--- config.mk ---
export PLATFORM = sky130hd
export DESIGN_NAME = release_tag_validator
export DESIGN_NICKNAME = d
export VERILOG_FILES = /design/src/sv/rtv_pkg.sv /design/src/sv/rtv_front.sv /design/src/sv/rtv_fifo.sv /design/src/sv/rtv_exec.sv /design/src/sv/release_tag_validator.sv
export SDC_FILE = /design/constraint.sdc
export NUM_CORES = 1
export LEC_CHECK = 0
export ABC_CLOCK_PERIOD_IN_PS = 5900
export BUFFER_PORTS_ARGS = -buffer_cell sky130_fd_sc_hd__buf_2
export CAP_MARGIN = 10
export CORE_ASPECT_RATIO = 1.4
export CORE_MARGIN = 10
export CORE_UTILIZATION = 60
export CTS_CLUSTER_DIAMETER = 50
export DETAILED_ROUTE_END_ITERATION = 8
export PLACE_DENSITY = 0.85
export SLEW_MARGIN = 5
export SYNTH_ARGS = -nofsm -noshare
export SYNTH_HDL_FRONTEND = slang
export SYNTH_SLANG_ARGS = --single-unit
export TNS_END_PERCENT = 30
--- constraint.sdc ---
create_clock -name clk -period 5.9 [get_ports clk]
set_input_delay 0.59 -clock clk [delete_from_list [all_inputs] [get_ports clk]]
set_output_delay 0.59 -clock clk [all_outputs]
set_load 0.005 [all_outputs]
--- src/sv/rtv_pkg.sv ---
// Shared types, constants and lookup functions for the release tag validator.
package rtv_pkg;

	localparam int MAX_TAG_BYTES = 255;
	localparam int POS_W = $clog2(MAX_TAG_BYTES + 2);
	localparam int FIFO_DEPTH = 2;
	localparam int FIFO_PTR_W = $clog2(FIFO_DEPTH);
	localparam int FIFO_CNT_W = $clog2(FIFO_DEPTH + 1);
	localparam int CAP_W = 9;

	localparam logic [POS_W-1:0] POS_MAX = POS_W'(MAX_TAG_BYTES);
	localparam logic [POS_W-1:0] MIN_TAG_LEN = POS_W'(24);
	localparam logic [POS_W-1:0] PREFIX_LEN = POS_W'(10);
	localparam logic [POS_W-1:0] YEAR_HI_TENS = POS_W'(10);
	localparam logic [POS_W-1:0] YEAR_HI_UNITS = POS_W'(11);
	localparam logic [POS_W-1:0] YEAR_LO_TENS = POS_W'(12);
	localparam logic [POS_W-1:0] YEAR_LO_UNITS = POS_W'(13);
	localparam logic [POS_W-1:0] SEP_MONTH = POS_W'(14);
	localparam logic [POS_W-1:0] SEP_DAY = POS_W'(17);
	localparam logic [POS_W-1:0] SEP_FIELD = POS_W'(20);
	localparam logic [POS_W-1:0] TAG_LEN_SAT = POS_W'(255);

	localparam logic [7:0] CH_CR = 8'h0D;
	localparam logic [7:0] CH_LF = 8'h0A;
	localparam logic [7:0] CH_DASH = 8'h2D;
	localparam logic [7:0] CH_ZERO = 8'h30;
	localparam logic [7:0] CH_NINE = 8'h39;

	localparam logic [6:0] MONTHS = 7'd12;

	typedef struct packed {
		logic [7:0] byte_value;
		logic       last_byte;
	} in_t;

	typedef struct packed {
		logic       tag_valid;
		logic [7:0] tag_length;
	} out_t;

	// One unit of work for the parser: an optional held CR, an optional kept
	// byte, and the end of the locator.
	typedef struct packed {
		logic [7:0] byte_value;
		logic       pre_cr;
		logic       keep;
		logic       fin;
	} op_t;

	function automatic logic [7:0] prefix_char(input logic [3:0] idx);
		logic [7:0] ch;
		case (idx)
			4'd0:    ch = 8'h62; // b
			4'd1:    ch = 8'h6C; // l
			4'd2:    ch = 8'h6F; // o
			4'd3:    ch = 8'h63; // c
			4'd4:    ch = 8'h6B; // k
			4'd5:    ch = 8'h6C; // l
			4'd6:    ch = 8'h69; // i
			4'd7:    ch = 8'h73; // s
			4'd8:    ch = 8'h74; // t
			4'd9:    ch = CH_DASH;
			default: ch = 8'h00;
		endcase
		return ch;
	endfunction

	function automatic logic [4:0] month_days(input logic [3:0] month);
		logic [4:0] d;
		case (month)
			4'd2:                 d = 5'd28;
			4'd4, 4'd6, 4'd9, 4'd11: d = 5'd30;
			default:              d = 5'd31;
		endcase
		return d;
	endfunction

endpackage

--- src/sv/rtv_front.sv ---
// Front end: takes raw bytes, holds back a possible final CR and issues parser work.
module rtv_front (
	input  logic          clk,
	input  logic          arst_n,
	input  logic          take,
	input  rtv_pkg::in_t  item,
	output logic          push,
	output rtv_pkg::op_t  op
);
	import rtv_pkg::*;

	logic pending_q;
	logic is_cr;
	logic is_lf;

	assign is_cr = (item.byte_value == CH_CR);
	assign is_lf = (item.byte_value == CH_LF);

	always_comb begin
		op.byte_value = item.byte_value;
		op.pre_cr = pending_q;
		op.keep = 1'b1;
		op.fin = item.last_byte;
		push = take;
		if (item.last_byte) begin
			// a final LF strips itself and any held CR
			if (is_lf) begin
				op.keep = 1'b0;
				op.pre_cr = 1'b0;
			end
		end else if (is_cr) begin
			// hold the new CR; release the old one as a stray byte
			op.keep = 1'b0;
			push = take && pending_q;
		end
	end

	always_ff @(posedge clk or negedge arst_n) begin
		if (!arst_n) begin
			pending_q <= 1'b0;
		end else if (take) begin
			pending_q <= is_cr && !item.last_byte;
		end
	end

endmodule

--- src/sv/rtv_fifo.sv ---
// Short queue of parser work between the front end and the parser.
module rtv_fifo (
	input  logic          clk,
	input  logic          arst_n,
	input  logic          push,
	input  rtv_pkg::op_t  push_op,
	output logic          full,
	input  logic          pop,
	output logic          pop_valid,
	output rtv_pkg::op_t  pop_op
);
	import rtv_pkg::*;

	op_t                   slot_q [FIFO_DEPTH];
	logic [FIFO_PTR_W-1:0] wr_ptr_q;
	logic [FIFO_PTR_W-1:0] rd_ptr_q;
	logic [FIFO_CNT_W-1:0] cnt_q;
	logic                  do_push;
	logic                  do_pop;

	assign full = (cnt_q == FIFO_CNT_W'(FIFO_DEPTH));
	assign pop_valid = (cnt_q != '0);
	assign pop_op = slot_q[rd_ptr_q];
	assign do_push = push && !full;
	assign do_pop = pop && pop_valid;

	always_ff @(posedge clk) begin
		if (do_push) begin
			slot_q[wr_ptr_q] <= push_op;
		end
	end

	always_ff @(posedge clk or negedge arst_n) begin
		if (!arst_n) begin
			wr_ptr_q <= '0;
			rd_ptr_q <= '0;
			cnt_q <= '0;
		end else begin
			if (do_push) begin
				wr_ptr_q <= wr_ptr_q + 1'b1;
			end
			if (do_pop) begin
				rd_ptr_q <= rd_ptr_q + 1'b1;
			end
			case ({do_push, do_pop})
				2'b10:   cnt_q <= cnt_q + 1'b1;
				2'b01:   cnt_q <= cnt_q - 1'b1;
				default: cnt_q <= cnt_q;
			endcase
		end
	end

	assert property (@(posedge clk) disable iff (!arst_n)
		cnt_q <= FIFO_CNT_W'(FIFO_DEPTH))
		else $error("queue count beyond depth");
	assert property (@(posedge clk) disable iff (!arst_n)
		(push && !full && !pop) |=> pop_valid)
		else $error("pushed transaction not visible");
	assert property (@(posedge clk) disable iff (!arst_n)
		(cnt_q == '0) |-> (wr_ptr_q == rd_ptr_q))
		else $error("empty queue with unequal pointers");

endmodule

--- src/sv/rtv_exec.sv ---
// Parser: checks kept bytes against the tag grammar and registers the verdict.
module rtv_exec (
	input  logic                      clk,
	input  logic                      arst_n,
	input  logic                      cap_we,
	input  logic [rtv_pkg::CAP_W-1:0] cap_wdata,
	input  logic                      op_valid,
	input  rtv_pkg::op_t              op,
	output logic                      op_take,
	output logic                      res_valid,
	input  logic                      res_stall,
	output rtv_pkg::out_t             res
);
	import rtv_pkg::*;

	typedef enum logic [1:0] {PH_DATE, PH_A, PH_B} phase_t;

	logic [CAP_W-1:0] cap_q;
	logic [POS_W-1:0] pos_q;
	phase_t           phase_q;
	logic [6:0]       mon_q;
	logic [6:0]       day_q;
	logic             fhd_q;
	logic             err_q;
	logic             yt_lsb_q;   // tens digit lsb of the current year pair
	logic             yt_zero_q;  // tens digit of the current year pair is zero
	logic             yhi4_q;
	logic             ylo4_q;
	logic             yloz_q;
	logic             ynz_q;
	logic             res_valid_q;
	out_t             res_q;

	logic [POS_W-1:0] pos1, pos2, p;
	phase_t           phase_n;
	logic [6:0]       mon_n, day_n;
	logic             fhd_n, err_n, yt_lsb_n, yt_zero_n, yhi4_n, ylo4_n, yloz_n, ynz_n;
	logic [7:0]       c;
	logic [3:0]       digit;
	logic             is_dec;
	logic             pair_div4;
	logic             leap;
	logic [5:0]       day_limit;
	logic             date_ok;
	logic             len_ok;
	logic             verdict;
	logic [7:0]       len_sat;

	// only the end of a locator needs the result register
	assign op_take = op_valid && (!op.fin || !res_valid_q || !res_stall);
	assign res_valid = res_valid_q;
	assign res = res_q;

	assign c = op.byte_value;
	assign digit = c[3:0];
	assign is_dec = (c >= CH_ZERO) && (c <= CH_NINE);
	assign pair_div4 = ({yt_lsb_q, 1'b0} + c[1:0]) == 2'b00;

	assign leap = (ylo4_q && !yloz_q) || (yloz_q && yhi4_q);
	assign day_limit = {1'b0, month_days(mon_q[3:0])}
		+ 6'((mon_q == 7'd2) && leap);
	assign date_ok = ynz_q && (mon_q != '0) && (mon_q <= MONTHS)
		&& (day_q != '0) && (day_q <= {1'b0, day_limit});

	always_comb begin
		phase_n = phase_q;
		mon_n = mon_q;
		day_n = day_q;
		fhd_n = fhd_q;
		err_n = err_q;
		yt_lsb_n = yt_lsb_q;
		yt_zero_n = yt_zero_q;
		yhi4_n = yhi4_q;
		ylo4_n = ylo4_q;
		yloz_n = yloz_q;
		ynz_n = ynz_q;
		// a held CR is always a stray byte: only its length still matters
		pos1 = pos_q;
		if (op.pre_cr) begin
			err_n = 1'b1;
			if (pos_q <= POS_MAX) begin
				pos1 = pos_q + 1'b1;
			end
		end
		p = pos1;
		pos2 = pos1;
		if (op.keep) begin
			if (pos1 <= POS_MAX) begin
				pos2 = pos1 + 1'b1;
			end
			if (p > POS_MAX) begin
				err_n = 1'b1;
			end else begin
				if (c == CH_CR || c == CH_LF) begin
					err_n = 1'b1;
				end
				unique case (phase_q)
					PH_DATE: begin
						if (p < PREFIX_LEN) begin
							if (c != prefix_char(p[3:0])) begin
								err_n = 1'b1;
							end
						end else if (p == SEP_MONTH || p == SEP_DAY) begin
							if (c != CH_DASH) begin
								err_n = 1'b1;
							end
						end else if (p == SEP_FIELD) begin
							if (c != CH_DASH || !date_ok) begin
								err_n = 1'b1;
							end
							phase_n = PH_A;
							fhd_n = 1'b0;
						end else if (!is_dec) begin
							err_n = 1'b1;
						end else if (p < SEP_MONTH) begin
							if (digit != 4'd0) begin
								ynz_n = 1'b1;
							end
							if (p == YEAR_HI_TENS || p == YEAR_LO_TENS) begin
								yt_lsb_n = c[0];
								yt_zero_n = (digit == 4'd0);
							end else if (p == YEAR_HI_UNITS) begin
								yhi4_n = pair_div4;
							end else if (p == YEAR_LO_UNITS) begin
								ylo4_n = pair_div4;
								yloz_n = yt_zero_q && (digit == 4'd0);
							end
						end else if (p < SEP_DAY) begin
							mon_n = 7'(mon_q * 7'd10 + 7'(digit));
						end else begin
							day_n = 7'(day_q * 7'd10 + 7'(digit));
						end
					end
					PH_A, PH_B: begin
						if (is_dec) begin
							if (!fhd_q && c == CH_ZERO) begin
								err_n = 1'b1;
							end
							fhd_n = 1'b1;
						end else if (c == CH_DASH && phase_q == PH_A) begin
							if (!fhd_q) begin
								err_n = 1'b1;
							end
							phase_n = PH_B;
							fhd_n = 1'b0;
						end else begin
							err_n = 1'b1;
						end
					end
					default: err_n = 1'b1;
				endcase
			end
		end
	end

	assign len_ok = (pos2 >= MIN_TAG_LEN) && (pos2 <= POS_MAX)
		&& ({1'b0, pos2} + 1'b1 <= (POS_W + 1)'(cap_q));
	assign verdict = !err_n && len_ok && (phase_n == PH_B) && fhd_n;
	assign len_sat = (pos2 > TAG_LEN_SAT) ? 8'hFF : pos2[7:0];

	always_ff @(posedge clk or negedge arst_n) begin
		if (!arst_n) begin
			cap_q <= CAP_W'(256);
			pos_q <= '0;
			phase_q <= PH_DATE;
			mon_q <= '0;
			day_q <= '0;
			fhd_q <= 1'b0;
			err_q <= 1'b0;
			yt_lsb_q <= 1'b0;
			yt_zero_q <= 1'b0;
			yhi4_q <= 1'b0;
			ylo4_q <= 1'b0;
			yloz_q <= 1'b0;
			ynz_q <= 1'b0;
			res_valid_q <= 1'b0;
			res_q <= '0;
		end else begin
			if (cap_we) begin
				cap_q <= cap_wdata;
			end
			if (op_take && op.fin) begin
				res_valid_q <= 1'b1;
			end else if (res_valid_q && !res_stall) begin
				res_valid_q <= 1'b0;
			end
			if (op_take) begin
				if (op.fin) begin
					// post the verdict and clear for the next locator
					res_q.tag_valid <= verdict;
					res_q.tag_length <= len_sat;
					pos_q <= '0;
					phase_q <= PH_DATE;
					mon_q <= '0;
					day_q <= '0;
					fhd_q <= 1'b0;
					err_q <= 1'b0;
					yt_lsb_q <= 1'b0;
					yt_zero_q <= 1'b0;
					yhi4_q <= 1'b0;
					ylo4_q <= 1'b0;
					yloz_q <= 1'b0;
					ynz_q <= 1'b0;
				end else begin
					pos_q <= pos2;
					phase_q <= phase_n;
					mon_q <= mon_n;
					day_q <= day_n;
					fhd_q <= fhd_n;
					err_q <= err_n;
					yt_lsb_q <= yt_lsb_n;
					yt_zero_q <= yt_zero_n;
					yhi4_q <= yhi4_n;
					ylo4_q <= ylo4_n;
					yloz_q <= yloz_n;
					ynz_q <= ynz_n;
				end
			end
		end
	end

	assert property (@(posedge clk) disable iff (!arst_n)
		pos_q <= POS_MAX + 1'b1)
		else $error("byte position beyond saturation");
	assert property (@(posedge clk) disable iff (!arst_n)
		(phase_q != PH_DATE) |-> (pos_q > SEP_FIELD))
		else $error("field phase entered before the date ended");
	assert property (@(posedge clk) disable iff (!arst_n)
		(op_take && op.fin) |=> (res_valid_q && pos_q == '0 && phase_q == PH_DATE))
		else $error("end of locator did not post a verdict and clear");
	assert property (@(posedge clk) disable iff (!arst_n)
		res_q.tag_valid && res_valid_q |-> (res_q.tag_length >= 8'(MIN_TAG_LEN)))
		else $error("valid verdict with short length");

endmodule

--- src/sv/release_tag_validator.sv ---
// Top level of the release tag validator: front end, work queue and parser.
//
// Bytes of a release locator enter on the byte channel (byte_valid, byte_stall,
// byte_data) with last_byte marking the final byte of each locator. One verdict
// per locator leaves on the verdict channel (verdict_valid, verdict_stall,
// verdict) holding tag_valid and the stripped, saturated tag_length.
// Throughput: one byte per cycle while byte_stall is low; every per-byte check
// is combinational in the parser and the two-entry queue lets front and parser
// run apart. With the queue empty, the final byte is first written into the
// queue and the verdict is then registered in the parser.
// The buffer capacity is written through cap_we / cap_wdata, by the user only
// while no locator is in flight (the block does not enforce this); reset sets it to 256.
// Reset clears the held CR, the queue, all parse state and any pending verdict.
// While the receiver stalls, the verdict holds; the parser keeps taking work
// until a second verdict would be needed, then the queue fills and byte_stall
// rises until the verdict is taken.
module release_tag_validator (
	input  logic                      clk,
	input  logic                      arst_n,
	input  logic                      cap_we,
	input  logic [rtv_pkg::CAP_W-1:0] cap_wdata,
	input  logic                      byte_valid,
	output logic                      byte_stall,
	input  rtv_pkg::in_t              byte_data,
	output logic                      verdict_valid,
	input  logic                      verdict_stall,
	output rtv_pkg::out_t             verdict
);
	import rtv_pkg::*;

	logic q_full;
	logic take;
	logic push;
	op_t  push_op;
	logic pop_valid;
	op_t  pop_op;
	logic pop;

	assign byte_stall = q_full;
	assign take = byte_valid && !q_full;

	rtv_front u_front (
		.clk    (clk),
		.arst_n (arst_n),
		.take   (take),
		.item   (byte_data),
		.push   (push),
		.op     (push_op)
	);

	rtv_fifo u_fifo (
		.clk       (clk),
		.arst_n    (arst_n),
		.push      (push),
		.push_op   (push_op),
		.full      (q_full),
		.pop       (pop),
		.pop_valid (pop_valid),
		.pop_op    (pop_op)
	);

	rtv_exec u_exec (
		.clk       (clk),
		.arst_n    (arst_n),
		.cap_we    (cap_we),
		.cap_wdata (cap_wdata),
		.op_valid  (pop_valid),
		.op        (pop_op),
		.op_take   (pop),
		.res_valid (verdict_valid),
		.res_stall (verdict_stall),
		.res       (verdict)
	);

endmodule

==> impl_metrics.json <==
{
  "final-hold-violation-count": 0,
  "grt-ovfl-total": 0,
  "detail-route-antenna-nets": 0,
  "postCtsSetupRepairBufs": 0,
  "cts.sinks": 79,
  "syn_inst": 673,
  "worstSkewPairLatency_ps": 350,
  "critPathKind": "flip-flop to flip-flop",
  "reg2reg_to": "u_exec.res[8]",
  "grt_first_pass_wirelength_um": 26700,
  "grt_setup_unrepaired": "no",
  "drt_wl_total_um": 16600,
  "globalplace.congestion": 0.965,
  "yosysUniqueCellTypes": 83,
  "finalCritPeriodShare_pct": 90.0,
  "nets": 768,
  "max_freq_mhz": 188,
  "setup_violations": 0,
  "status": "completed",
  "grt_max_degree": 58,
  "cap_violations": 0,
  "dr.first_iter.drc_count": 465,
  "cts_made_buffers": 9,
  "crit_arrival_ps": 5580,
  "start_kind": "flip-flop",
  "finalSetupTns_ps": 0,
  "cp.required_ps": 6160,
  "slew_headroom_pct": 33.3,
  "die_x_um": 105,
  "tightest_slew_ps": 998,
  "die-height_um": 139,
  "synth_nets": 743,
  "power_density_nw_per_um2": 484,
  "synth_edf_count": 22,
  "path_max_fanout": 21,
  "synthFlopType": "dfrtp_1",
  "htreeDepth": 3,
  "io_buffers": 33,
  "drt_pass1_iterations": 5,
  "gr-usage-all-layers_pct": 22.3,
  "initial_core_util_pct": 61.2,
  "diodes": 0,
  "cts_tree": "yes",
  "end_kind": "flip-flop",
  "fp-row-count": 43,
  "cts_resized": 0,
  "worst_hold_path_type": "input port to asynchronous set/reset pin",
  "netlist_area_um2": 6060,
  "clk_path_buf_depth": 2,
  "slew_violations": 0,
  "power.leakage_nw": 2.79,
  "ios": 34,
  "min_period_ps": 5310,
  "hold_buffers": 0,
  "fin_worst_skew_ps": 4.94,
  "num_vias": 5461,
  "r2r_slack_ps": 590,
  "die-area_um2": 14600,
  "hpwl_um": 12400,
  "clkTransAtPathRegs_ps": 70,
  "r2r-start": "u_exec.pos_q[2]",
  "grt_antenna_before_repair": 0,
  "core_um2": 9900,
  "syn_area_per_cell_um2": 9.01,
  "cts_root_buf": "clkbuf_16",
  "final_layout_size_suffix_gt1_share_pct": 13.8,
  "ys_warn_count": 0,
  "vias_per_cell": 6.52,
  "drc": 0,
  "synth.ff_latch_count": 79,
  "grt_pass1_vias": 5356,
  "area_delta_synth_final_pct": 9.76,
  "worstRegToRegCells": 21,
  "wire_per_inst_um": 19.9,
  "synthArstFlopShare_pct": 72.2,
  "peakVddDrop_mv": 0.380,
  "fin_util_pct": 67.2,
  "seq_area_frac_synth_pct": 34.5
}
-- sequential cells by signal, indices dropped and copies added (netlist names) --
name and count:
u_exec.res_valid 1, u_exec.fhd_q 1, u_fifo.rd_ptr_q 1, u_exec.yloz_q 1
u_exec.res 9, u_fifo.cnt_q 2, u_fifo.slot_q 22, u_exec.phase_q 2
u_exec.ynz_q 1, u_fifo.wr_ptr_q 1, u_exec.yhi4_q 1, u_exec.yt_zero_q 1
u_exec.cap_q 9, u_exec.mon_q 7, u_front.pending_q 1, u_exec.err_q 1
u_exec.yt_lsb_q 1, u_exec.ylo4_q 1, u_exec.pos_q 9, u_exec.day_q 7
-- per-stage QoR --
stage	cells	hold WS [ps]	cell area (um2)	setup WS, ps	power (mW)
2_1_floorplan	673	294	6060	1210	2.11
3_5_place_dp	822	482	6340	723	2.61
5_1_grt	838	447	6650	43.0	3.43
3_3_place_gp	822	469	6340	895	2.54
6_report	838	390	6650	587	3.22
4_1_cts	838	422	6650	653	3.20
-- cells by family (layout without fill, tap and decap cells) --
kind of cell | Yosys count | in the layout | synth area share (%)
AO/OA/AOI/OAI | 181 | 181 | 20.3
flip-flops | 79 | 79 | 34.5
adder cells (fa/ha/maj) | 47 | 47 | 10.2
buffers and inverters | 78 | 108 | 5.18
multiplexers | 27 | 27 | 4.71
XOR/XNOR | 34 | 34 | 4.91
AND/OR/NAND/NOR | 227 | 227 | 20.2
-- metal layers --
metal  vias up  part of all wire (%)  global-route usage, %
li1       2547                     -                      -
met1      2615                    38                   24.7
met2       246                    52                   38.9
met3        53                   5.5                   3.58
met4         0                   4.2                   13.3
met5         -                     0                      0
-- cells in the final DEF (no fill, tap or decap), drive strengths merged, types with 4 or more instances in the layout --
master   instances
a2111oi          5
a211oi           9
a21o             9
a21oi           35
a31oi           10
and2             4
buf             44
clkbuf          10
dfrtp           56
edfxtp          22
fa               4
ha              43
inv             52
mux2            12
mux2i           15
nand2           56
nand2b          13
nand3           35
nand4            9
nor2            34
nor2b            5
nor3            14
nor3b            5
nor4            17
o21ai           57
o21bai           5
o22ai            4
o31ai           10
or2              5
or3              6
or4              7
xnor2           27
xor2             7
-- synthesized netlist by cell type (all sizes together), types with 5 or more instances --
cell type / number / area share [%]
nand2: 56 / 3.5
buf: 10 / 0.95
nor3b: 5 / 0.62
inv: 47 / 2.9
a211oi: 9 / 1.1
or2: 5 / 0.56
ha: 43 / 8.9
a2111oi: 5 / 1.0
nand3: 35 / 3.0
edfxtp: 22 / 11
nor3: 14 / 1.2
dfrtp: 56 / 23
a21oi: 35 / 3.0
or3: 6 / 0.62
or4: 7 / 0.93
xor2: 7 / 1.0
a31oi: 10 / 1.3
o21bai: 5 / 0.62
nand2b: 13 / 1.3
nand4: 9 / 0.93
xnor2: 27 / 3.9
o21ai: 57 / 4.8
a21o: 9 / 1.2
mux2: 12 / 2.2
nor2b: 5 / 0.52
clkbuf: 20 / 1.3
nor2: 34 / 2.1
nor4: 17 / 2.1
mux2i: 15 / 2.5
o31ai: 10 / 1.4
-- where the power goes --
| part | switching, mW | internal, mW |
|---|---|---|
| clock | 0.254 | 0.320 |
| sequential | 0.137 | 0.719 |
| combinational | 1.10 | 0.694 |
| total | 1.49 | 1.73 |
-- critical path: stages, from the launching register on --
cell	delay [ps]
dfrtp_1	710
nand3_2	240
nor4_1	270
buf_4	180
o21a_1	440
ha_1	300
inv_1	130
a21oi_1	230
o21bai_1	120
mux2i_1	580
a2111oi_4	130
and4_1	280
ha_1	290
inv_1	40
ha_1	320
nand3_1	110
nor2_1	60
a221oi_1	220
o21ai_0	110
o21ai_0	80
nand4_1	120
o31ai_2	240
-- area by class of cell --
| cell class | count | area [um2] |
|---|---|---|
| clock inverters | 6 | 53.8 |
| clock buffers | 10 | 250 |
| inverters | 48 | 180 |
| flip-flops and latches | 79 | 2090 |
| well taps | 135 | 169 |
| multi-input cells | 516 | 3660 |
| fillers | 825 | 3250 |
| repair buffers | 44 | 248 |
-- worst max-delay path by stage --
stage,end,start,slack (ps)
after floorplan,u_exec.res[8],u_exec.pos_q[0],1210
after global placement,u_exec.res[8],u_exec.pos_q[2],900
after detailed placement,u_exec.res[8],u_exec.pos_q[2],720
after CTS,u_exec.res[8],u_exec.pos_q[2],650
after global routing,u_exec.res[8],u_exec.pos_q[2],40
final,u_exec.res[8],u_exec.pos_q[2],590
Power figures use the tool's default switching activity.
